`config.mk`:
```
export PLATFORM = sky130hd
export DESIGN_NAME = uvs_div
export DESIGN_NICKNAME = d
export VERILOG_FILES = /design/src/rtl/uvs_pkg.sv /design/src/rtl/uvs_div.sv
export SDC_FILE = /design/constraint.sdc
export NUM_CORES = 2
export LEC_CHECK = 0
export BUFFER_PORTS_ARGS = -buffer_cell sky130_fd_sc_hd__buf_2
export CAP_MARGIN = 10
export CORE_MARGIN = 3
export CORE_UTILIZATION = 35
export CTS_CLUSTER_SIZE = 20
export DETAILED_ROUTE_END_ITERATION = 10
export PLACE_DENSITY = 0.47
export RECOVER_POWER = 25
export REMOVE_ABC_BUFFERS = 1
export SYNTH_ARGS = -nofsm -noshare
export SYNTH_HDL_FRONTEND = slang
export SYNTH_SLANG_ARGS = --single-unit
```
`constraint.sdc`:
```
create_clock -name clk -period 5.8 [get_ports clk]
set_input_delay 0.29 -clock clk [delete_from_list [all_inputs] [get_ports clk]]
set_output_delay 0.29 -clock clk [all_outputs]
set_load 0.01 [all_outputs]
```
`src/rtl/uvs_pkg.sv`:
```
// uvs_pkg: shared types and constants of the UV-sphere tessellator.
// No dependencies.
`timescale 1ns / 1ps
package uvs_pkg;

  localparam int CNT_W        = 9;   // count and index width
  localparam int IDX_W        = 17;  // vertex index width
  localparam int DIV_W        = 41;  // dividend width, index << 32 plus half divisor
  localparam int CORDIC_STEPS = 24;
  localparam int CRD_W        = 33;  // CORDIC x/y/z datapath, signed
  localparam int UNIT_W       = 16;  // Q1.14 sine/cosine
  localparam int MAX_SECTORS  = 256; // upper clamp of sector_count, fits CNT_W
  localparam int MAX_STACKS   = 256; // upper clamp of stack_count, fits CNT_W
  localparam logic signed [CRD_W-1:0] CORDIC_GAIN = 33'sd652032874;
  localparam logic signed [16:0] ONE_Q14 = 17'sd16384;

  localparam logic [1:0] REG_RADIUS = 2'd0;
  localparam logic [1:0] REG_SECTOR = 2'd1;
  localparam logic [1:0] REG_STACK  = 2'd2;

  localparam logic [31:0] ATAN_TURNS [CORDIC_STEPS] = '{
    32'd536870912, 32'd316933405, 32'd167458907, 32'd85004756, 32'd42667331,
    32'd21354465, 32'd10680862, 32'd5340245, 32'd2670163, 32'd1335086,
    32'd667544, 32'd333772, 32'd166886, 32'd83443, 32'd41721, 32'd20860,
    32'd10430, 32'd5215, 32'd2607, 32'd1303, 32'd651, 32'd325, 32'd162, 32'd81
  };

  // one result slot entering the pipeline
  typedef struct packed {
    logic             vld;
    logic             vtx;
    logic             last;
    logic [CNT_W-1:0] s;
    logic [CNT_W-1:0] t;
    logic [IDX_W-1:0] a;
    logic [IDX_W-1:0] b;
    logic [IDX_W-1:0] c;
  } slot_t;

  // control and triangle data riding beside the math
  typedef struct packed {
    logic             vld;
    logic             vtx;
    logic             last;
    logic [IDX_W-1:0] a;
    logic [IDX_W-1:0] b;
    logic [IDX_W-1:0] c;
  } side_t;

endpackage

```
`src/rtl/uvs_div.sv`:
```
// uvs_div: pipelined restoring divider, one quotient bit per stage. Uses uvs_pkg.
// The user must keep the divisor static while items are in flight; the divider does not enforce it.
`timescale 1ns / 1ps
module uvs_div import uvs_pkg::*; (
  input  logic             clk,
  input  logic [DIV_W-1:0] num,
  input  logic [CNT_W-1:0] den,
  output logic [DIV_W-1:0] quo
);

  logic [CNT_W-1:0] rem_q [DIV_W];
  logic [DIV_W-1:0] num_q [DIV_W];
  logic [DIV_W-1:0] quo_q [DIV_W];

  genvar k;
  generate
    for (k = 0; k < DIV_W; k++) begin : g_stage
      logic [CNT_W-1:0] rem_in;
      logic [DIV_W-1:0] num_in, quo_in;
      logic [CNT_W:0]   trial, diff;
      logic             ge;
      if (k == 0) begin : g_first
        assign rem_in = '0;
        assign num_in = num;
        assign quo_in = '0;
      end else begin : g_next
        assign rem_in = rem_q[k-1];
        assign num_in = num_q[k-1];
        assign quo_in = quo_q[k-1];
      end
      assign trial = {rem_in, num_in[DIV_W-1]};
      assign ge    = trial >= {1'b0, den};
      assign diff  = trial - {1'b0, den};
      always_ff @(posedge clk) begin
        rem_q[k] <= ge ? diff[CNT_W-1:0] : trial[CNT_W-1:0];
        num_q[k] <= {num_in[DIV_W-2:0], 1'b0};
        quo_q[k] <= {quo_in[DIV_W-2:0], ge};
      end
    end
  endgenerate

  assign quo = quo_q[DIV_W-1];

endmodule

```
==> reports/results.txt <==
die area = 0.178 mm2
Overall Global Routing Usage = 11.2%
post-synthesis cell count = 4,533
clock latency on the worst-skew pair = 810 ps
internal reg-to-reg setup slack = 2850 ps
max_slew headroom = 18.2%
final setup violation count = 0
DPL Wire Length = 64,100 um
Chip Height = 422 um
Post-synth ARST share = 0%
period utilisation layout = 58.7%
Starting Density = 35.5%
row cnt = 151
DR vias = 31.8k
final hold violation count = 0
vias in the first global route = 31.6k
final setup TNS = 0 ps
busiest grt layer = met2
layout cells sized above 1 = 15.0%
cts repair resizes = 0
maxcap violations = 0
Setup WS pre-CTS = 2040 ps
critical path arrival = 4070 ps
Period minus WS final = 3410 ps
final wirelength = 99,200 um
hold worst-path end = rem_q[0][6]
Avg Synthesized Cell Area = 13.3 um2
io pins = 92
met1 Use GR = 15.1%
Crit-path slowest cell = clkinv_1
met2 Usage GRT = 17.2%
initial antenna violation count = 1
routed length per instance = 13.5 um
worst-case reg-to-reg path depth = 8
CP delay by family, top = buffers and inverters
Min-Delay Path Class = in -> reg
r2r startpoint = num_q[1][79]
Initial DRT Pass Iterations = 7
most area-consuming cells after synthesis = dfxtp_1 68%, ha_1 7.5%, mux2_2 3.8%
clock slew at reported path FFs = 60 ps
final max-slew violation count = 0
Hold Path Depth = 4
clk buf depth = 3
Root Driver = clkbuf_16
Design Area, Final = 0.0717 mm2
M3 GR Usage = 2.69%
Seq/Total Area, Yosys = 67.5%
Die Span X = 422 um
pwr dens = 616 mW/mm2
FF+latch count, synth = 2,041
startpoint types = input port
maximum VDD drop = 303 uV
Synth area leader = dfxtp_1
Highest Clock Rate = 294 MHz
P_leak = 30.4 nW
biggest cell delay along the critical path = 780 ps
Core Region = 0.171 mm2
crit end category = flop
status = finished clean
CTS Buf Count = 205
First DRT Iteration DRCs = 1,598
hold wc startpoint = den[3]
Main synth FF type = dfxtp_1
CTS tree = done
CP most frequent cell = clkinv_1
largest net degree at the start of global routing = 50
most frequent cells after synthesis = 2,041 x dfxtp_1, 362 x ha_1, 233 x a21oi_1
grt total ovfl = 0
area post-placement = 0.0639 mm2
first-pass GRT wire length = 162,000 um
nets@finish = 5,340
final worst slack = 2390 ps
RD Place Congestion = 0.789
RSZ-0062 raised after global routing = no
R2R Path End = rem_q[1][19]
synthesized cell area = 0.0605 mm2
DRC Markers = 0
Yosys top cell area share = 67.5%
drt via density = 4.32
remaining antenna violation count = 0
clk sinks = 2,041
most frequent cell after synthesis = dfxtp_1
Crit path required time = 6470 ps
Crit Path Category = in -> reg
number of H-tree levels = 4
Syn-to-layout area delta = 18.6%
Worst Max-Slew Pin Slew = 1230 ps
skew final = 36.7 ps
YS warnings = 0
Cell variety after synth = 75
maximum fanout along the worst path = 19
count of input and output buffers = 91
worst path cell trace = dlygate4sd3_1 -> buf_2 -> clkinv_1 -> buf_12 -> ha_1 -> nand3_1 -> o31ai_1 -> a21boi_0 -> and2_1 -> clkinv_1 -> mux2_2
Bufs and invs on worst path = 5
Post-synth EDFFs = 0
-- repair_timing --
action / in CTS / in global routing
hold buffers: 47 / 0
hold endpoints to repair: 45 / 0
buffers inserted: 0 / 0
-- state kept, by name, indices dropped and copies added, names as in the netlist --
signal,count
quo_q,861
num_q,820
rem_q,360
-- worst max-delay path by stage --
stage	from	endpoint	slack, ps	cells after the start
after floorplan	den[1]	rem_q[1][19]	1300	6
after global placement	den[5]	rem_q[1][57]	2100	8
after detailed placement	den[5]	rem_q[1][57]	2040	8
after CTS	den[6]	rem_q[4][60]	2530	11
after global routing	den[6]	rem_q[4][47]	2210	11
final	den[6]	rem_q[4][60]	2390	11
-- layout make-up --
cell class	count	area, um2
well taps	2295	2870
repair buffers	158	1110
inverters	211	800
clock buffers	277	5800
clock inverters	107	1510
diodes	2	5.00
multi-input cells	2271	18800
flip-flops and latches	2041	40900
fillers	15700	98900
-- report_power, final --
group          total (W)  leakage (nW)  switching (W)  internal, W
sequential        0.0192          17.1        0.00137       0.0178
clock             0.0136          3.53        0.00545      0.00817
combinational     0.0114          9.78        0.00576      0.00560
total             0.0442          30.4         0.0126       0.0316
-- logic make-up (layout without fill, tap and decap cells) --
logic type / after synthesis / after routing / synth area share [%]
other: 0 / 2 / 0
buffers and inverters: 221 / 753 / 1.45
adder cells (fa/ha/maj): 401 / 401 / 8.78
flip-flops: 2041 / 2041 / 67.5
AND/OR/NAND/NOR: 629 / 629 / 5.28
XOR/XNOR: 189 / 189 / 2.74
multiplexers: 294 / 294 / 5.48
AO/OA/AOI/OAI: 758 / 758 / 8.73
-- placed cells by master (no fill, tap or decap), drive strengths merged, types with 25 or more instances in the layout --
cell type / Yosys / final
nor2b: 72 / 72
buf: 9 / 111
fa: 39 / 39
dlygate4sd3: 0 / 47
a221oi: 29 / 29
dfxtp: 2041 / 2041
mux2i: 66 / 66
nor3: 46 / 46
clkinv: 7 / 68
o21ai: 118 / 118
xnor2: 121 / 121
o211ai: 35 / 35
a21o: 77 / 77
nand2: 104 / 104
ha: 362 / 362
nand3: 137 / 137
mux2: 228 / 228
nor2: 136 / 136
o31ai: 61 / 61
a21oi: 235 / 235
xor2: 68 / 68
a31oi: 25 / 25
inv: 204 / 206
clkbuf: 1 / 277
-- metrics by stage --
step           total power (W)  hold slack (ps)  cells  util, %
6_report                0.0442             98.6   7362     42.0
3_3_place_gp            0.0308              310   6927     37.5
2_1_floorplan           0.0282              310   4523        -
3_5_place_dp            0.0308              312   6927     37.5
4_1_cts                 0.0449             1.69   7358     42.0
5_1_grt                 0.0472             40.3   7361     42.0
-- per-layer routing --
layer	up-vias	routed length (um)
li1	16500	-
met1	14600	49000
met2	475	42800
met3	223	4410
met4	0	3040
met5	-	0
-- worst reg2reg max path: stages, from the launching register on --
cell	delay [ps]
dfxtp_1	330
inv_1	60
ha_1	160
inv_1	60
fa_1	400
a21o_1	200
a221oi_1	520
o221ai_1	630
mux2_2	490
(Power assumes the default switching activity.)
