**config.mk**
```make
export PLATFORM = sky130hd
export DESIGN_NAME = uvs_front
export DESIGN_NICKNAME = d
export VERILOG_FILES = /design/src/rtl/uvs_pkg.sv /design/src/rtl/uvs_front.sv
export SDC_FILE = /design/constraint.sdc
export NUM_CORES = 1
export LEC_CHECK = 0
export ABC_AREA = 0
export ABC_CLOCK_PERIOD_IN_PS = 8600
export BUFFER_PORTS_ARGS = -buffer_cell sky130_fd_sc_hd__buf_2
export CAP_MARGIN = 20
export CORE_UTILIZATION = 40
export DETAILED_ROUTE_END_ITERATION = 10
export PLACE_DENSITY_LB_ADDON = 0.12
export SLEW_MARGIN = 20
export SYNTH_ARGS = -nofsm -noshare
export SYNTH_HDL_FRONTEND = slang
export SYNTH_SLANG_ARGS = --single-unit
```
**constraint.sdc**
```tcl
create_clock -name clk -period 8.6 [get_ports clk]
set_input_delay 2.15 -clock clk [delete_from_list [all_inputs] [get_ports clk]]
set_output_delay 2.15 -clock clk [all_outputs]
set_load 0.03 [all_outputs]
```
**src/rtl/uvs_pkg.sv**
```systemverilog
// uvs_pkg: shared types and constants of the UV-sphere tessellator.
// No dependencies.
`timescale 1ns / 1ps
package uvs_pkg;

  localparam int CNT_W        = 9;   // count and index width
  localparam int IDX_W        = 17;  // vertex index width
  localparam int DIV_W        = 41;  // dividend width, index << 32 plus half divisor
  localparam int CORDIC_STEPS = 24;
  localparam int CRD_W        = 33;  // CORDIC x/y/z datapath, signed
  localparam int UNIT_W       = 16;  // Q1.14 sine/cosine
  localparam int MAX_SECTORS  = 256; // upper clamp of sector_count, fits CNT_W
  localparam int MAX_STACKS   = 256; // upper clamp of stack_count, fits CNT_W
  localparam logic signed [CRD_W-1:0] CORDIC_GAIN = 33'sd652032874;
  localparam logic signed [16:0] ONE_Q14 = 17'sd16384;

  localparam logic [1:0] REG_RADIUS = 2'd0;
  localparam logic [1:0] REG_SECTOR = 2'd1;
  localparam logic [1:0] REG_STACK  = 2'd2;

  localparam logic [31:0] ATAN_TURNS [CORDIC_STEPS] = '{
    32'd536870912, 32'd316933405, 32'd167458907, 32'd85004756, 32'd42667331,
    32'd21354465, 32'd10680862, 32'd5340245, 32'd2670163, 32'd1335086,
    32'd667544, 32'd333772, 32'd166886, 32'd83443, 32'd41721, 32'd20860,
    32'd10430, 32'd5215, 32'd2607, 32'd1303, 32'd651, 32'd325, 32'd162, 32'd81
  };

  // one result slot entering the pipeline
  typedef struct packed {
    logic             vld;
    logic             vtx;
    logic             last;
    logic [CNT_W-1:0] s;
    logic [CNT_W-1:0] t;
    logic [IDX_W-1:0] a;
    logic [IDX_W-1:0] b;
    logic [IDX_W-1:0] c;
  } slot_t;

  // control and triangle data riding beside the math
  typedef struct packed {
    logic             vld;
    logic             vtx;
    logic             last;
    logic [IDX_W-1:0] a;
    logic [IDX_W-1:0] b;
    logic [IDX_W-1:0] c;
  } side_t;

endpackage

```
**src/rtl/uvs_front.sv**
```systemverilog
// uvs_front: command intake, grid range checks, triangle indices, and
// the split of a two-triangle query into two slots. Uses uvs_pkg.
`timescale 1ns / 1ps
module uvs_front import uvs_pkg::*; (
  input  logic             clk,
  input  logic             rst,
  input  logic             start,
  output logic             busy,
  input  logic             func,
  input  logic [CNT_W-1:0] stack_index,
  input  logic [CNT_W-1:0] sector_index,
  input  logic [CNT_W-1:0] nsec,
  input  logic [CNT_W-1:0] nstk,
  output slot_t            slot
);

  logic             pend;
  logic [IDX_W-1:0] pa, pb, pc;
  logic             acc;
  logic [19:0]      cur, nxt;
  logic             v_ok, t_ok, up, lo;
  slot_t            slot_next;

  assign acc  = start && !busy;
  assign busy = pend;

  assign cur  = 20'(stack_index) * 20'({1'b0, nsec} + 10'd1) + 20'(sector_index);
  assign nxt  = cur + 20'(nsec) + 20'd1;
  assign v_ok = (stack_index <= nstk) && (sector_index <= nsec);
  assign t_ok = (stack_index < nstk) && (sector_index < nsec);
  assign up   = stack_index != '0;
  assign lo   = stack_index != (nstk - 9'd1);

  always_comb begin
    slot_next     = '0;
    slot_next.s   = stack_index;
    slot_next.t   = sector_index;
    if (pend) begin
      slot_next.vld  = 1'b1;
      slot_next.last = 1'b1;
      slot_next.a    = pa;
      slot_next.b    = pb;
      slot_next.c    = pc;
    end else if (acc) begin
      if (!func) begin
        slot_next.vld  = v_ok;
        slot_next.vtx  = 1'b1;
        slot_next.last = 1'b1;
      end else if (up) begin
        slot_next.vld  = t_ok;
        slot_next.last = !lo;
        slot_next.a    = cur[IDX_W-1:0];
        slot_next.b    = nxt[IDX_W-1:0];
        slot_next.c    = 17'(cur + 20'd1);
      end else begin
        slot_next.vld  = t_ok;
        slot_next.last = 1'b1;
        slot_next.a    = 17'(cur + 20'd1);
        slot_next.b    = nxt[IDX_W-1:0];
        slot_next.c    = 17'(nxt + 20'd1);
      end
    end
  end

  always_ff @(posedge clk) begin
    if (rst) begin
      pend     <= 1'b0;
      slot.vld <= 1'b0;
    end else begin
      pend     <= acc && func && t_ok && up && lo;
      slot.vld <= slot_next.vld;
    end
    slot.vtx  <= slot_next.vtx;
    slot.last <= slot_next.last;
    slot.s    <= slot_next.s;
    slot.t    <= slot_next.t;
    slot.a    <= slot_next.a;
    slot.b    <= slot_next.b;
    slot.c    <= slot_next.c;
    // lower triangle held for the following cycle
    pa <= 17'(cur + 20'd1);
    pb <= nxt[IDX_W-1:0];
    pc <= 17'(nxt + 20'd1);
  end

endmodule

```
==> metrics.log <==
INFO  metric met3_usage = 0.0354
INFO  metric number_of_antenna_violations_at_the_first_check_in_global_routing = 0
INFO  metric timing.final.ws_setup = 0.283 ns
INFO  metric wl_per_cell = 15.3 µm
INFO  metric initial_core_utilization = 0.412
INFO  metric r2r_slack = 6.45 ns
INFO  metric drive_gt1_frac = 0.237
INFO  metric finalClockSkew = 0.0102 ns
INFO  metric status = finished, final reports clean
INFO  metric timing_hold_violations_final = 0
INFO  metric gp_congestion = 0.830
INFO  metric worst_min_path_class = reg -> reg
INFO  metric clock_tree_root = clkbuf_16
INFO  metric synth_seq_cells = about 120
INFO  metric top_level_ports = 113
INFO  metric antenna_diode_instance_count = 0
INFO  metric core_area = 21,200 µm²
INFO  metric grt_max_degree = 58
INFO  metric worstSetupEndpointType = flip-flop
INFO  metric cts_sinks = ~120
INFO  metric first_global_vias = roughly 6,700
INFO  metric finish.cell_count_without_fillers = 1,394
INFO  metric dp_worst_setup_slack = -0.0344 ns
INFO  metric core.rowCount = 53
INFO  metric clock_insertion_delay_worst_skew = 0.42 ns
INFO  metric finalHoldWorstSlack = 0.430 ns
INFO  metric finalInstanceArea = 10,800 µm²
INFO  metric worst_slew_margin_rel = 0.290
INFO  metric final_nets = 1,285
INFO  metric post_synthesis_area_per_instance = 9.34 µm²
INFO  metric clock_path_buffers = 2
INFO  metric layout.filler_cells = 2,028
INFO  metric cp_data_arrival_time = 8.62 ns
INFO  metric max_freq = approximately 0.12 GHz
INFO  metric mappedNetlistArea = 8740 µm²
INFO  metric timing.critical_path.fanout_max = 5
INFO  metric area_of_the_die = 22,400 µm²
INFO  metric postRouteAntennaNets = 0
INFO  metric io_buffers = 112
INFO  metric cts_hold_buf = 0
INFO  metric cts_max_level = 4
INFO  metric ys_seq_area_frac = 0.284
INFO  metric synth_flop_cell = dfxtp_1
INFO  metric totalWireLength = 21,300 µm
INFO  metric routed-via-count = 6,831
INFO  metric yosysMostFrequentCell = dfxtp_1
INFO  metric fp.dieH = between 100 and 150 µm
INFO  metric post-dp-hpwl = about 17,000 µm
INFO  metric cts_inserted_buffers = 17
INFO  metric ys_types = 74
INFO  metric synth_enable_flop_cells = 0
INFO  metric drcViolationCount = 0
INFO  metric final_period_minus_worst_setup_slack = 8.32 ns
INFO  metric cell_count_after_synthesis = 935
INFO  metric synthTopCellsByArea = dfxtp_1, fa_1, ha_1
INFO  metric number_of_iterations_in_the_first_detailed_routing_pass = 4
INFO  metric ratio_of_final_minimum_period_to_clock_period = 0.967
INFO  metric iter_0_drt_violations = 245
INFO  metric grt.busiest_layer = met2
INFO  metric route.detailed.vias_per_inst = between 4 and 5
INFO  metric yosysTopAreaCellShare = 0.284
INFO  metric grtUsageMet1 = 0.258
INFO  metric grtUsageTotal = 0.201
INFO  metric synth_commonest_cells = dfxtp_1, nand2_1, inv_1, ha_1, fa_1
INFO  metric placement.cell_area = 10,000 µm²
INFO  metric grt.met2_usage = 0.337
INFO  metric timing.critical_path.required = 8.90 ns
INFO  metric setup_viol_count_final = 0
INFO  metric maxCapViolations = 0
INFO  metric synth_fp_nets = 1,114
INFO  metric yosysWarningCount = 0
INFO  metric setup.worst_path.start_class = input pin
INFO  metric global_route.overflow_total = 0
INFO  metric cts_tree = built
INFO  metric area_growth_syn_to_layout = 23.8%
INFO  metric chipWidth = 150 µm
INFO  metric global_route_wire_length_before_repair = about 35,000 µm
INFO  metric worst_slew_pin_slew = between 1 and 1.5 ns
INFO  metric yosysTopAreaCell = dfxtp_1
INFO  metric clk_pin_slew = 0.06 ns
INFO  metric placed_cells = 1,356
INFO  metric postSynth.asyncResetShare = 0
INFO  metric setup.worst_path.class = in -> reg
INFO  metric final_max_slew_viol_count = 0
path summary, 6_finish.rpt:
kind	endpoint	from	cells after the start
setup / recovery	slot[16]	nsec[1]	28
hold / removal	slot[4]	pc[4]	2
setup reg to reg	slot[15]	busy	3
hold reg to reg	slot[4]	pc[4]	2
layer usage:
layer / part of all wire / wire, µm
met1: 0.48 / 10200
met2: 0.47 / 10000
met3: 0.023 / 493
met4: 0.026 / 559
met5: 0 / 0
kinds of logic after synthesis:
kind of cell	after synthesis	synth area share
compound gates	152	0.122
xor+xnor	88	0.0921
fa+ha+maj	139	0.252
buf+inv	124	0.0589
flops	124	0.284
mux	14	0.0160
simple gates	294	0.174
sequential cells by signal, summed over array words and instances, names as in the netlist:
signal / flops
slot: 72
pc: 17
pb: 17
pa: 17
busy: 1
layout make-up:
class,count,area (µm²),share of cell area
Clock buffer,19,443,0.0410
Clock inverter,13,168,0.0155
Inverter,96,360,0.0333
Multi-Input combinational cell,687,5940,0.549
Sequential cell,124,2480,0.230
Tap cell,275,344,0.0318
Timing Repair Buffer,180,1080,0.0999
cell usage in the layout (no fill, tap or decap), drive strengths merged, types with 4 or more instances in the layout:
cell / instances
xnor2: 59
nand3: 18
nand2: 107
dfxtp: 124
and4: 6
o21ai: 58
nor3: 17
a22o: 8
nand2b: 5
nand4: 12
clkinv: 7
xor2: 29
clkbuf: 20
nor3b: 7
ha: 77
a21o: 10
mux2i: 14
buf: 179
a21oi: 16
nor2: 39
a31o: 5
nor2b: 11
o2111ai: 4
o211ai: 8
and2: 52
nor4: 6
o21a: 17
inv: 97
fa: 62
critical path, stage by stage:
cell and delay, ns:
clkbuf_4 0.15, ha_2 0.22, nand3_1 0.12, xnor2_2 0.22
nand2_1 0.10, fa_1 0.52, inv_1 0.05, fa_1 0.46
ha_1 0.33, fa_1 0.53, inv_1 0.05, fa_1 0.49
inv_1 0.04, ha_1 0.31, a21o_1 0.19, o21bai_4 0.20
xor2_2 0.18, ha_4 0.17, nor3_2 0.20, o211ai_1 0.17
a31o_2 0.27, nor3b_2 0.17, xnor2_2 0.17, nor4_4 0.32
o2111ai_2 0.19, nor3b_2 0.31, xnor2_2 0.12, a31o_1 0.19
timing repair:
item                       in CTS  in global routing
buffers inserted                0                  6
setup endpoints to repair       0                  4
resized for setup               0                 21
stage by stage:
step,setup TNS (ns),util
after CTS,0,0.501
after global routing,-0.0137,0.510
after global placement,0,0.472
after detailed placement,-0.0344,0.472
final,0,0.510
after floorplan,0,-
Power is left out: the tool's default activity adds up to more than one toggle a clock period on the data nets, which glitch-free logic cannot reach.
